File: src/hw/rtl/dtq_pkg.sv
// ----------------------------------------------------------------------------
// dtq_pkg: shared types and constants of the delta timer queue
// Holds the list size, the result status codes and the command word that
// passes from the front end to the execution engine.
// ----------------------------------------------------------------------------
package dtq_pkg;

  localparam int Timers = 16;
  localparam int PosW   = $clog2(Timers);
  localparam int CntW   = $clog2(Timers + 1);
  localparam int IdW    = 4;
  localparam int AmtW   = 32;

  localparam logic [1:0] OpInsert  = 2'd0;
  localparam logic [1:0] OpRemove  = 2'd1;
  localparam logic [1:0] OpAdvance = 2'd2;

  typedef enum logic [2:0] {
    ST_INSERTED  = 3'd0,
    ST_REMOVED   = 3'd1,
    ST_NOT_FOUND = 3'd2,
    ST_ACTIVE    = 3'd3,
    ST_EXPIRED   = 3'd4,
    ST_DONE      = 3'd5
  } status_t;

  typedef enum logic [1:0] {
    CMD_INSERT,
    CMD_REMOVE,
    CMD_ADVANCE,
    CMD_BADID
  } cmd_kind_t;

  typedef struct packed {
    cmd_kind_t         kind;
    logic [IdW-1:0]    id;
    logic [AmtW-1:0]   amount;
  } cmd_t;

  typedef enum logic [1:0] {
    BK_IDLE,
    BK_WALK,
    BK_ADV
  } bk_state_t;

endpackage

File: src/hw/rtl/dtq_front.sv
// ----------------------------------------------------------------------------
// dtq_front: command front end
// Decode incoming words, drop unused opcodes, flag out-of-range ids and hold
// the words in a two-entry queue for the execution engine.
// ----------------------------------------------------------------------------
module dtq_front (
  input  logic                     clk,
  input  logic                     rst_n,
  input  logic                     start,
  output logic                     busy,
  input  logic [1:0]               in_op,
  input  logic [3:0]               in_timer_id,
  input  logic [31:0]              in_amount,
  output logic                     q_valid,
  output dtq_pkg::cmd_t            q_cmd,
  input  logic                     q_pop
);

  dtq_pkg::cmd_t q_mem_r [2];
  logic          wr_ptr_r, wr_ptr_nxt;
  logic          rd_ptr_r, rd_ptr_nxt;
  logic [1:0]    fill_r, fill_nxt;
  logic          push;
  dtq_pkg::cmd_t dec;

  assign busy    = (fill_r == 2'd2);
  assign q_valid = (fill_r != 2'd0);
  assign q_cmd   = q_mem_r[rd_ptr_r];

  always_comb begin
    dec.id     = in_timer_id;
    dec.amount = in_amount;
    dec.kind   = dtq_pkg::CMD_ADVANCE;
    push       = start && !busy;
    case (in_op)
      dtq_pkg::OpInsert: begin
        dec.kind = (32'(in_timer_id) >= dtq_pkg::Timers) ? dtq_pkg::CMD_BADID
                                                          : dtq_pkg::CMD_INSERT;
      end
      dtq_pkg::OpRemove: begin
        dec.kind = (32'(in_timer_id) >= dtq_pkg::Timers) ? dtq_pkg::CMD_BADID
                                                          : dtq_pkg::CMD_REMOVE;
      end
      dtq_pkg::OpAdvance: begin
        dec.kind = dtq_pkg::CMD_ADVANCE;
      end
      default: begin
        push = 1'b0;  // drop unused opcode
      end
    endcase
  end

  always_comb begin
    wr_ptr_nxt = wr_ptr_r ^ push;
    rd_ptr_nxt = rd_ptr_r ^ q_pop;
    fill_nxt   = fill_r + {1'b0, push} - {1'b0, q_pop};
  end

  always_ff @(posedge clk) begin
    if (!rst_n) begin
      wr_ptr_r <= 1'b0;
      rd_ptr_r <= 1'b0;
      fill_r   <= 2'd0;
    end else begin
      wr_ptr_r <= wr_ptr_nxt;
      rd_ptr_r <= rd_ptr_nxt;
      fill_r   <= fill_nxt;
    end
  end

  always_ff @(posedge clk) begin
    if (push) begin
      q_mem_r[wr_ptr_r] <= dec;
    end
  end

endmodule

File: config.mk
export PLATFORM = sky130hd
export DESIGN_NAME = dtq_front
export DESIGN_NICKNAME = d
export VERILOG_FILES = /design/src/hw/rtl/dtq_pkg.sv /design/src/hw/rtl/dtq_front.sv
export SDC_FILE = /design/constraint.sdc
export NUM_CORES = 1
export LEC_CHECK = 0
export BUFFER_PORTS_ARGS = -buffer_cell sky130_fd_sc_hd__buf_4
export CAP_MARGIN = 20
export CORE_MARGIN = 2
export CORE_UTILIZATION = 30
export DETAILED_ROUTE_END_ITERATION = 10
export REMOVE_ABC_BUFFERS = 1
export SYNTH_ARGS = -nofsm -noshare
export SYNTH_HDL_FRONTEND = slang
export SYNTH_SLANG_ARGS = --single-unit
File: constraint.sdc
create_clock -name clk -period 6.19 [get_ports clk]
set_input_delay 0.619 -clock clk [delete_from_list [all_inputs] [get_ports clk]]
set_output_delay 0.619 -clock clk [all_outputs]
set_load 0.01 [all_outputs]
# Yosys cells after proc, flatten, opt, wreduce, memory -nomap -nowiden
# Memories as Yosys holds them, arrays and structs flattened. A register that Yosys moved wholly into a read port is not among the register bits.
# Cells that the tools add are included.
[word_totals] register_bits=4 ramBits=76 output_inout_bits=40 word_cells=21 mem_count=1
[mem_list] name="q_mem_r" words=2 word_bits=38 rd=1 rd_ports_with_merged_regs=1 wr=1 line_no="dtq_front.sv:19" source="dtq_pkg::cmd_t q_mem_r [2];"
[op_classes] n_addsub=2 eq_ne=3 n_mux=5 bitwise=2 n_reduce_logical=5
[op_table] operator="$eq 2x2->1 const B" n=2
[op_table] operator="$mux 1" n=4
[op_table] operator="$pmux 2 s2" n=1
[op_table] operator="$reduce_or 3->1" n=1
[op_table] operator="$add 2x1->2" n=1
[op_table] operator="$eq 2x1->1 const B" n=1
[op_table] operator="$logic_not 2->1" n=1
[op_table] operator="$reduce_bool 2->1" n=1
[op_table] operator="$sub 2x1->2" n=1
[op_table] operator="$xor 1x1->1" n=2
[op_table] operator="$logic_and 1x1->1" n=1
[op_table] operator="$logic_not 1->1" n=1

# Longest topological paths before layout
# Gate-level depths: netlist (run 1).
[depth] ltp_word=6 mapped_depth=7

# Worst setup path before layout (run 1)
# No wires, ideal clock.
[synth_timing] path_type="input port to flip-flop" start="input port in_op[0]" end="memory q_mem_r[1][0] (netlist bit) (enable)" arrival_ps=1827 required_time_ps=5791 slack_ps=3964 stages=3 n_path_buf=0 path_cell_list="nand2_1 > and3_1 > ha_1"
[synth_via] elab_chain_len=5 elab_cells_between_ends=7 cone_classes="eq/ne: 2; mux: 3; reduce/logical: 2"
[synth_lines] element="start, declared" line_no="dtq_front.sv:11" source="input logic [1:0] in_op,"
[synth_lines] element="$eq 2x1->1 (tied with other cells)" line_no="dtq_front.sv:35" source="case (in_op)"
[synth_lines] element="$reduce_or 3->1 (no source line) (*)"
[synth_lines] element="$mux 1 (*)" line_no="dtq_front.sv:35"
[synth_lines] element="$mux 1 (*)" line_no="dtq_front.sv:72" source="if (push) begin"
[synth_lines] element="$mux 1 (implied by the code) (*)" line_no="dtq_front.sv:73" source="q_mem_r[wr_ptr_r] <= dec;"
[synth_lines] element="end, declared" line_no="dtq_front.sv:19"
# Every way passes the cells marked *; elsewhere a longest branch is shown, timed or not.

==> results.json, run 1 <==
{
  "ys.warnings.count": 0,
  "regToRegStartpoint": "fill_r[0]",
  "synth_flop_cell": "edfxtp_1",
  "vdd_drop_max_mv": 0.1247,
  "drv_slew": 0,
  "power.density_nw_per_um2": 328.2,
  "grt_usage": 0.09549,
  "p_int_w": 0.001030,
  "worstPathArrival_ps": 1830,
  "grt-ovfl-total": 0,
  "dieArea_um2": 11110,
  "end_kind": "output pin",
  "cts_tree": "built",
  "relSlewSlack": 0.3371,
  "num_io_pins": 82,
  "cpMaxStageDelayCell": "dfxtp_2",
  "clk_pin_slew_worst_paths_ps": 80,
  "hold_violations": 0,
  "die_y_um": 105.4,
  "fin_crit_ps": 2449,
  "route.detailed.drc": 0,
  "post_cts_buffers": 0,
  "antenna_found_initial": 0,
  "syn_to_final_growth_pct": 31.55,
  "grt_max_degree": 39,
  "cp_max_fo": 21,
  "p_leak_nw": 1.553,
  "synth_top_cell_by_area": "edfxtp_1",
  "max_freq_ghz": 0.4083,
  "antenna_cells": 0,
  "netlist_area_um2": 3085,
  "synth_top_family_by_area": "multiplexers",
  "synth_edf_count": 76,
  "firstDrtPassIters": 4,
  "synth_common_cells": "76 x edfxtp_1, 20 x mux2_4, 18 x mux2_2",
  "timing.final.crit_share": 0.3957,
  "finalWirelength_um": 5105,
  "crit_required_ps": 5570,
  "synth_xor_xnor_area_share": 0.01014,
  "fin_worst_skew_ps": 6.843,
  "clkPwrFrac": 0.306,
  "htree_num_levels": 3,
  "synth-seq-cells": 81,
  "multi_input_area_um2": 654.4,
  "portBuffers": 81,
  "grt_pass1_vias": 1573,
  "final_nets": 278,
  "clockBufferDepth": 2,
  "finalSetupTns_ps": 0,
  "fp.dieW_um": 105.4,
  "cts-root-buf": "clkbuf_8",
  "wl_per_cell_um": 13.69,
  "tightest_slew_ps": 994.4,
  "initial_core_util": 0.3043,
  "path_class": "register to output pin",
  "grt_pass1_wl_um": 7817,
  "power_switching_w": 0.0003024,
  "cap_violations": 0,
  "synth-adder-area-share": 0.01622,
  "rsz0062_at_grt": "no",
  "hold_start": "in_amount[22]",
  "post-synth-top-count-cell": "edfxtp_1",
  "seq_area_um2": 2384,
  "hold_buffers": 0,
  "worstSetupStartpointType": "register",
  "via_count": 1505,
  "insertion_delay_ps": 340,
  "antenna_left": 0,
  "fillers": 954,
  "yosys.area_share.simple": 0.02109,
  "seq_area_frac_synth": 0.7721,
  "cpPeakStageDelay_ps": 730,
  "min_path_type": "input port to register",
  "avgSynthCellArea_um2": 21.43,
  "dp_hpwl_um": 3191,
  "coreArea_um2": 10140,
  "async_flop_share": 0,
  "layout-drive-gt1-share": 0.5823,
  "synth_top_cell_area_share": 0.7397,
  "power_w": 0.001332,
  "num_rows": 37,
  "path_cells": "buf_12 > mux2_2 > buf_4",
  "synth_area_leaders": "edfxtp_1 74%, mux2_4 9.7%, mux2_2 6.6%",
  "cts_resized": 0,
  "pwr-share-comb": 0.177,
  "vias_per_cell": 4.035,
  "netlist_instances": 144,
  "seqPwrFrac": 0.517,
  "drt-initial-drc-count": 45,
  "status": "completed",
  "gp_congestion": 0.6468,
  "switching_share": 0.2270,
  "synthMuxAreaShare": 0.1630,
  "cts_buffers": 9,
  "synth-compound-area-share": 0,
  "finalSetupViolCount": 0,
  "synth.distinct_cells": 18,
  "numClockSinks": 81
}
-- power groups by stage --
stage	Combinational, W	Sequential, W	Clock, W
floorplan	0.000127	0.000700	0
global placement	0.000232	0.000706	0
detailed placement	0.000235	0.000709	0
CTS	0.000236	0.000696	0.000422
global route	0.000258	0.000695	0.000447
finish	0.000236	0.000688	0.000407
-- final timing paths --
path	end	slack [ps]	depth (start not counted)
worst max-delay path	q_cmd[11]	3740	3
worst min-delay path	q_mem_r[1][22]	460	1
worst max register to register	q_mem_r[0][24]	4240	3
worst min register to register	register	570	2
-- cell type report --
class,instances,area share
inverters,3,0.002774
repair buffers,82,0.1547
well taps,136,0.04192
clock inverters,5,0.01973
flip-flops and latches,81,0.5872
clock buffers,11,0.03237
multi-input cells,55,0.1612
-- through the flow --
stage	worst slack (ps)	util	hold slack, ps	instance area [um^2]	std cells
global route	3612	0.4003	419.4	4059	373
detailed placement	3843	0.3775	564.2	3827	356
global placement	3864	0.3775	556.8	3827	356
floorplan	3761	-	534.2	3043	139
CTS	3449	0.3984	435.2	4039	372
finish	3741	0.4003	456.8	4059	373
-- registers in the layout (all words and copies together) (netlist names), named ones only --
register / count
fill_r: 2
q_mem_r: 76
rd_ptr_r: 1
wr_ptr_r: 1
-- metal layers --
metal	track usage	part of all wire	vias to the layer above
li1	-	-	725
met1	0.1079	0.41	725
met5	0	0	-
met2	0.1553	0.51	47
met3	0.04082	0.062	8
met4	0.04571	0.019	0
-- cells in the final DEF, fill, tap and decap left out, drive strengths merged --
| master | instances |
|---|---|
| and2 | 3 |
| and3 | 1 |
| buf | 82 |
| bufinv | 2 |
| clkbuf | 11 |
| clkinv | 1 |
| clkinvlp | 2 |
| dfxtp | 5 |
| edfxtp | 76 |
| ha | 4 |
| inv | 3 |
| mux2 | 38 |
| nand2 | 1 |
| nand2b | 1 |
| nand3 | 1 |
| nor2b | 3 |
| or2 | 1 |
| xnor3 | 1 |
| xor2 | 1 |
-- logic make-up (layout without fill, tap and decap cells) --
| kind of cell | count (synthesis) | after routing |
|---|---|---|
| adders and majority gates | 4 | 4 |
| muxes | 38 | 38 |
| DFF | 81 | 81 |
| buffers and inverters | 8 | 101 |
| xor gates and xnor gates | 2 | 2 |
| and+or+nand+nor | 11 | 11 |
-- critical path, delay by kind of cell (launching register included) --
family,cells,cell delay [ps]
flops,1,730
buf+inv,2,400
mux,1,350
Note: power is estimated with default switching activity, not from simulation.
==> run 2, diff against run 1 <==
--- a/config.mk
+++ b/config.mk
@@ -5,6 +5,7 @@
 export SDC_FILE = /design/constraint.sdc
 export NUM_CORES = 1
 export LEC_CHECK = 0
+export ABC_AREA = 1
 export BUFFER_PORTS_ARGS = -buffer_cell sky130_fd_sc_hd__buf_4
 export CAP_MARGIN = 20
 export CORE_MARGIN = 2
==> constraint.sdc (replaced) <==
create_clock -name clk -period 2.04 [get_ports clk]
set_input_delay 0.204 -clock clk [delete_from_list [all_inputs] [get_ports clk]]
set_output_delay 0.204 -clock clk [all_outputs]
set_load 0.01 [all_outputs]
==> results.json, run 2 <==
{
  "hold_start": "in_amount[21]",
  "num_io_pins": 82,
  "vdd_drop_max_mv": 0.5247,
  "numClockSinks": 81,
  "min_path_type": "input port to register",
  "num_rows": 37,
  "portBuffers": 81,
  "post-synth-top-count-cell": "edfxtp_1",
  "firstDrtPassIters": 4,
  "antenna_left": 0,
  "path_cells": "buf_12 > mux2_2 > buf_4",
  "grt-ovfl-total": 0,
  "fin_worst_skew_ps": 6.215,
  "vias_per_cell": 4.174,
  "grt_pass1_wl_um": 8142,
  "wl_per_cell_um": 13.25,
  "synth_common_cells": "76 x edfxtp_1, 20 x mux2_4, 18 x mux2_2",
  "fin_crit_ps": 1770,
  "mostFrequentLayoutCell": "buf_4",
  "cpMaxStageDelayCell": "dfxtp_2",
  "grt_pass1_vias": 1679,
  "rsz0062_at_grt": "no",
  "ys.warnings.count": 0,
  "antenna_cells": 0,
  "drv_slew": 0,
  "dp_hpwl_um": 3438,
  "final_nets": 292,
  "synth_edf_count": 76,
  "fp.dieW_um": 105.4,
  "clk_pin_slew_worst_paths_ps": 80,
  "drt-initial-drc-count": 54,
  "crit_required_ps": 1840,
  "hold_end": "q_mem_r[1][21]",
  "r2r_slack_ps": 360,
  "finalSetupViolCount": 0,
  "netlist_instances": 154,
  "hold_violations": 0,
  "via_count": 1611,
  "seq_area_um2": 2384,
  "clockBufferDepth": 2,
  "synth.distinct_cells": 15,
  "synth_area_leaders": "edfxtp_1 74%, mux2_4 9.7%, mux2_2 6.6%",
  "avgSynthCellArea_um2": 20.04,
  "cts_tree": "built",
  "synth-seq-cells": 81,
  "largest_reg_flops": 76,
  "power_w": 0.003948,
  "netlist_area_um2": 3085,
  "mostFrequentLayoutCells": "85 x buf_4, 76 x edfxtp_1, 20 x mux2_4, 18 x mux2_2",
  "p_leak_nw": 1.595,
  "hold_buffers": 0,
  "reg_top3": "q_mem_r x76, fill_r x2",
  "cap_violations": 0,
  "gp_congestion": 0.6470,
  "grt_usage": 0.09745,
  "end_kind": "output pin",
  "antenna_found_initial": 0,
  "die_y_um": 105.4,
  "initial_core_util": 0.3043,
  "finalWirelength_um": 5114,
  "power.density_nw_per_um2": 960.6,
  "async_flop_share": 0,
  "path_class": "register to output pin",
  "tightest_slew_ps": 364.9,
  "max_freq_ghz": 0.5649,
  "seq_area_frac_synth": 0.7721,
  "regToRegStartpoint": "fill_r[1]",
  "htree_num_levels": 3,
  "insertion_delay_ps": 340,
  "syn_to_final_growth_pct": 33.21,
  "cp_max_fo": 34,
  "worstPathArrival_ps": 1570,
  "grt_max_degree": 35,
  "timing.final.crit_share": 0.8677,
  "dieArea_um2": 11110,
  "post_cts_buffers": 0,
  "status": "completed",
  "multi_input_area_um2": 631.9,
  "fillers": 940,
  "reg2reg_to": "fill_r[1]",
  "finalSetupTns_ps": 0,
  "cts-root-buf": "clkbuf_8",
  "route.detailed.drc": 0,
  "synth_flop_cell": "edfxtp_1",
  "coreArea_um2": 10140,
  "relSlewSlack": 0.7567,
  "top_register": "q_mem_r",
  "cts_buffers": 9,
  "synth_top_cell_by_area": "edfxtp_1",
  "layout-drive-gt1-share": 0.5680,
  "whs_path_depth": 1,
  "cpPeakStageDelay_ps": 410,
  "worstSetupStartpointType": "register",
  "rr_worst_depth": 11,
  "dpl-instance-area_um2": 3877,
  "synth_top_cell_area_share": 0.7397,
  "cts_resized": 0,
  "final_cell_area_um2": 4110
}
-- run 2: stage by stage --
step | utilization | setup WS (ps) | cells | hold slack [ps]
after floorplan | - | 25.96 | 149 | 297.5
after global placement | 0.3825 | 472.7 | 371 | 389.6
after detailed placement | 0.3825 | 352.1 | 371 | 392.1
after CTS | 0.4054 | 229.8 | 386 | 14.66
after global routing | 0.4054 | 171.8 | 386 | 8.153
final | 0.4054 | 269.9 | 386 | 44.53
-- run 2: final cells by class --
| class | instances | share of cell area |
|---|---|---|
| inverters | 9 | 0.008219 |
| clock inverters | 5 | 0.02557 |
| clock buffers | 10 | 0.03105 |
| multi-input cells | 59 | 0.1537 |
| well taps | 136 | 0.04140 |
| flip-flops and latches | 81 | 0.5799 |
| repair buffers | 86 | 0.1601 |
-- run 2: logic make-up after synthesis --
| logic type | share of synthesized area |
|---|---|
| flip-flops | 0.7721 |
| multiplexers | 0.1630 |
| AND/OR/NAND/NOR | 0.01947 |
| buffers and inverters | 0.02473 |
| adder cells (fa/ha/maj) | 0.01622 |
| AO/OA/AOI/OAI | 0.001621 |
| XOR/XNOR | 0.002839 |
-- run 2: power breakdown --
| group | total [W] | internal [W] | switching [W] |
|---|---|---|---|
| Combinational | 0.000608 | 0.000334 | 0.000274 |
| Sequential | 0.00200 | 0.00197 | 0.0000342 |
| Clock | 0.00134 | 0.000806 | 0.000534 |
-- run 2: worst max-delay path by stage --
stage / to / depth (start not counted)
after floorplan: q_cmd[0] / 1
after global placement: fill_r[1] / 11
after detailed placement: fill_r[1] / 11
after CTS: q_cmd[15] / 3
after global routing: q_cmd[15] / 3
final: q_cmd[37] / 3
-- run 2: per-layer routing --
metal	wire, um	GRT usage
met1	2018	0.1038
met2	2676	0.1719
met3	358	0.04329
met4	60	0.03143
met5	0	0
-- run 2: worst max-delay path: cells and delay by family (launching register included) --
kind	cells	cell delay, ps
buffers and inverters	2	410
flip-flops	1	410
multiplexers	1	370
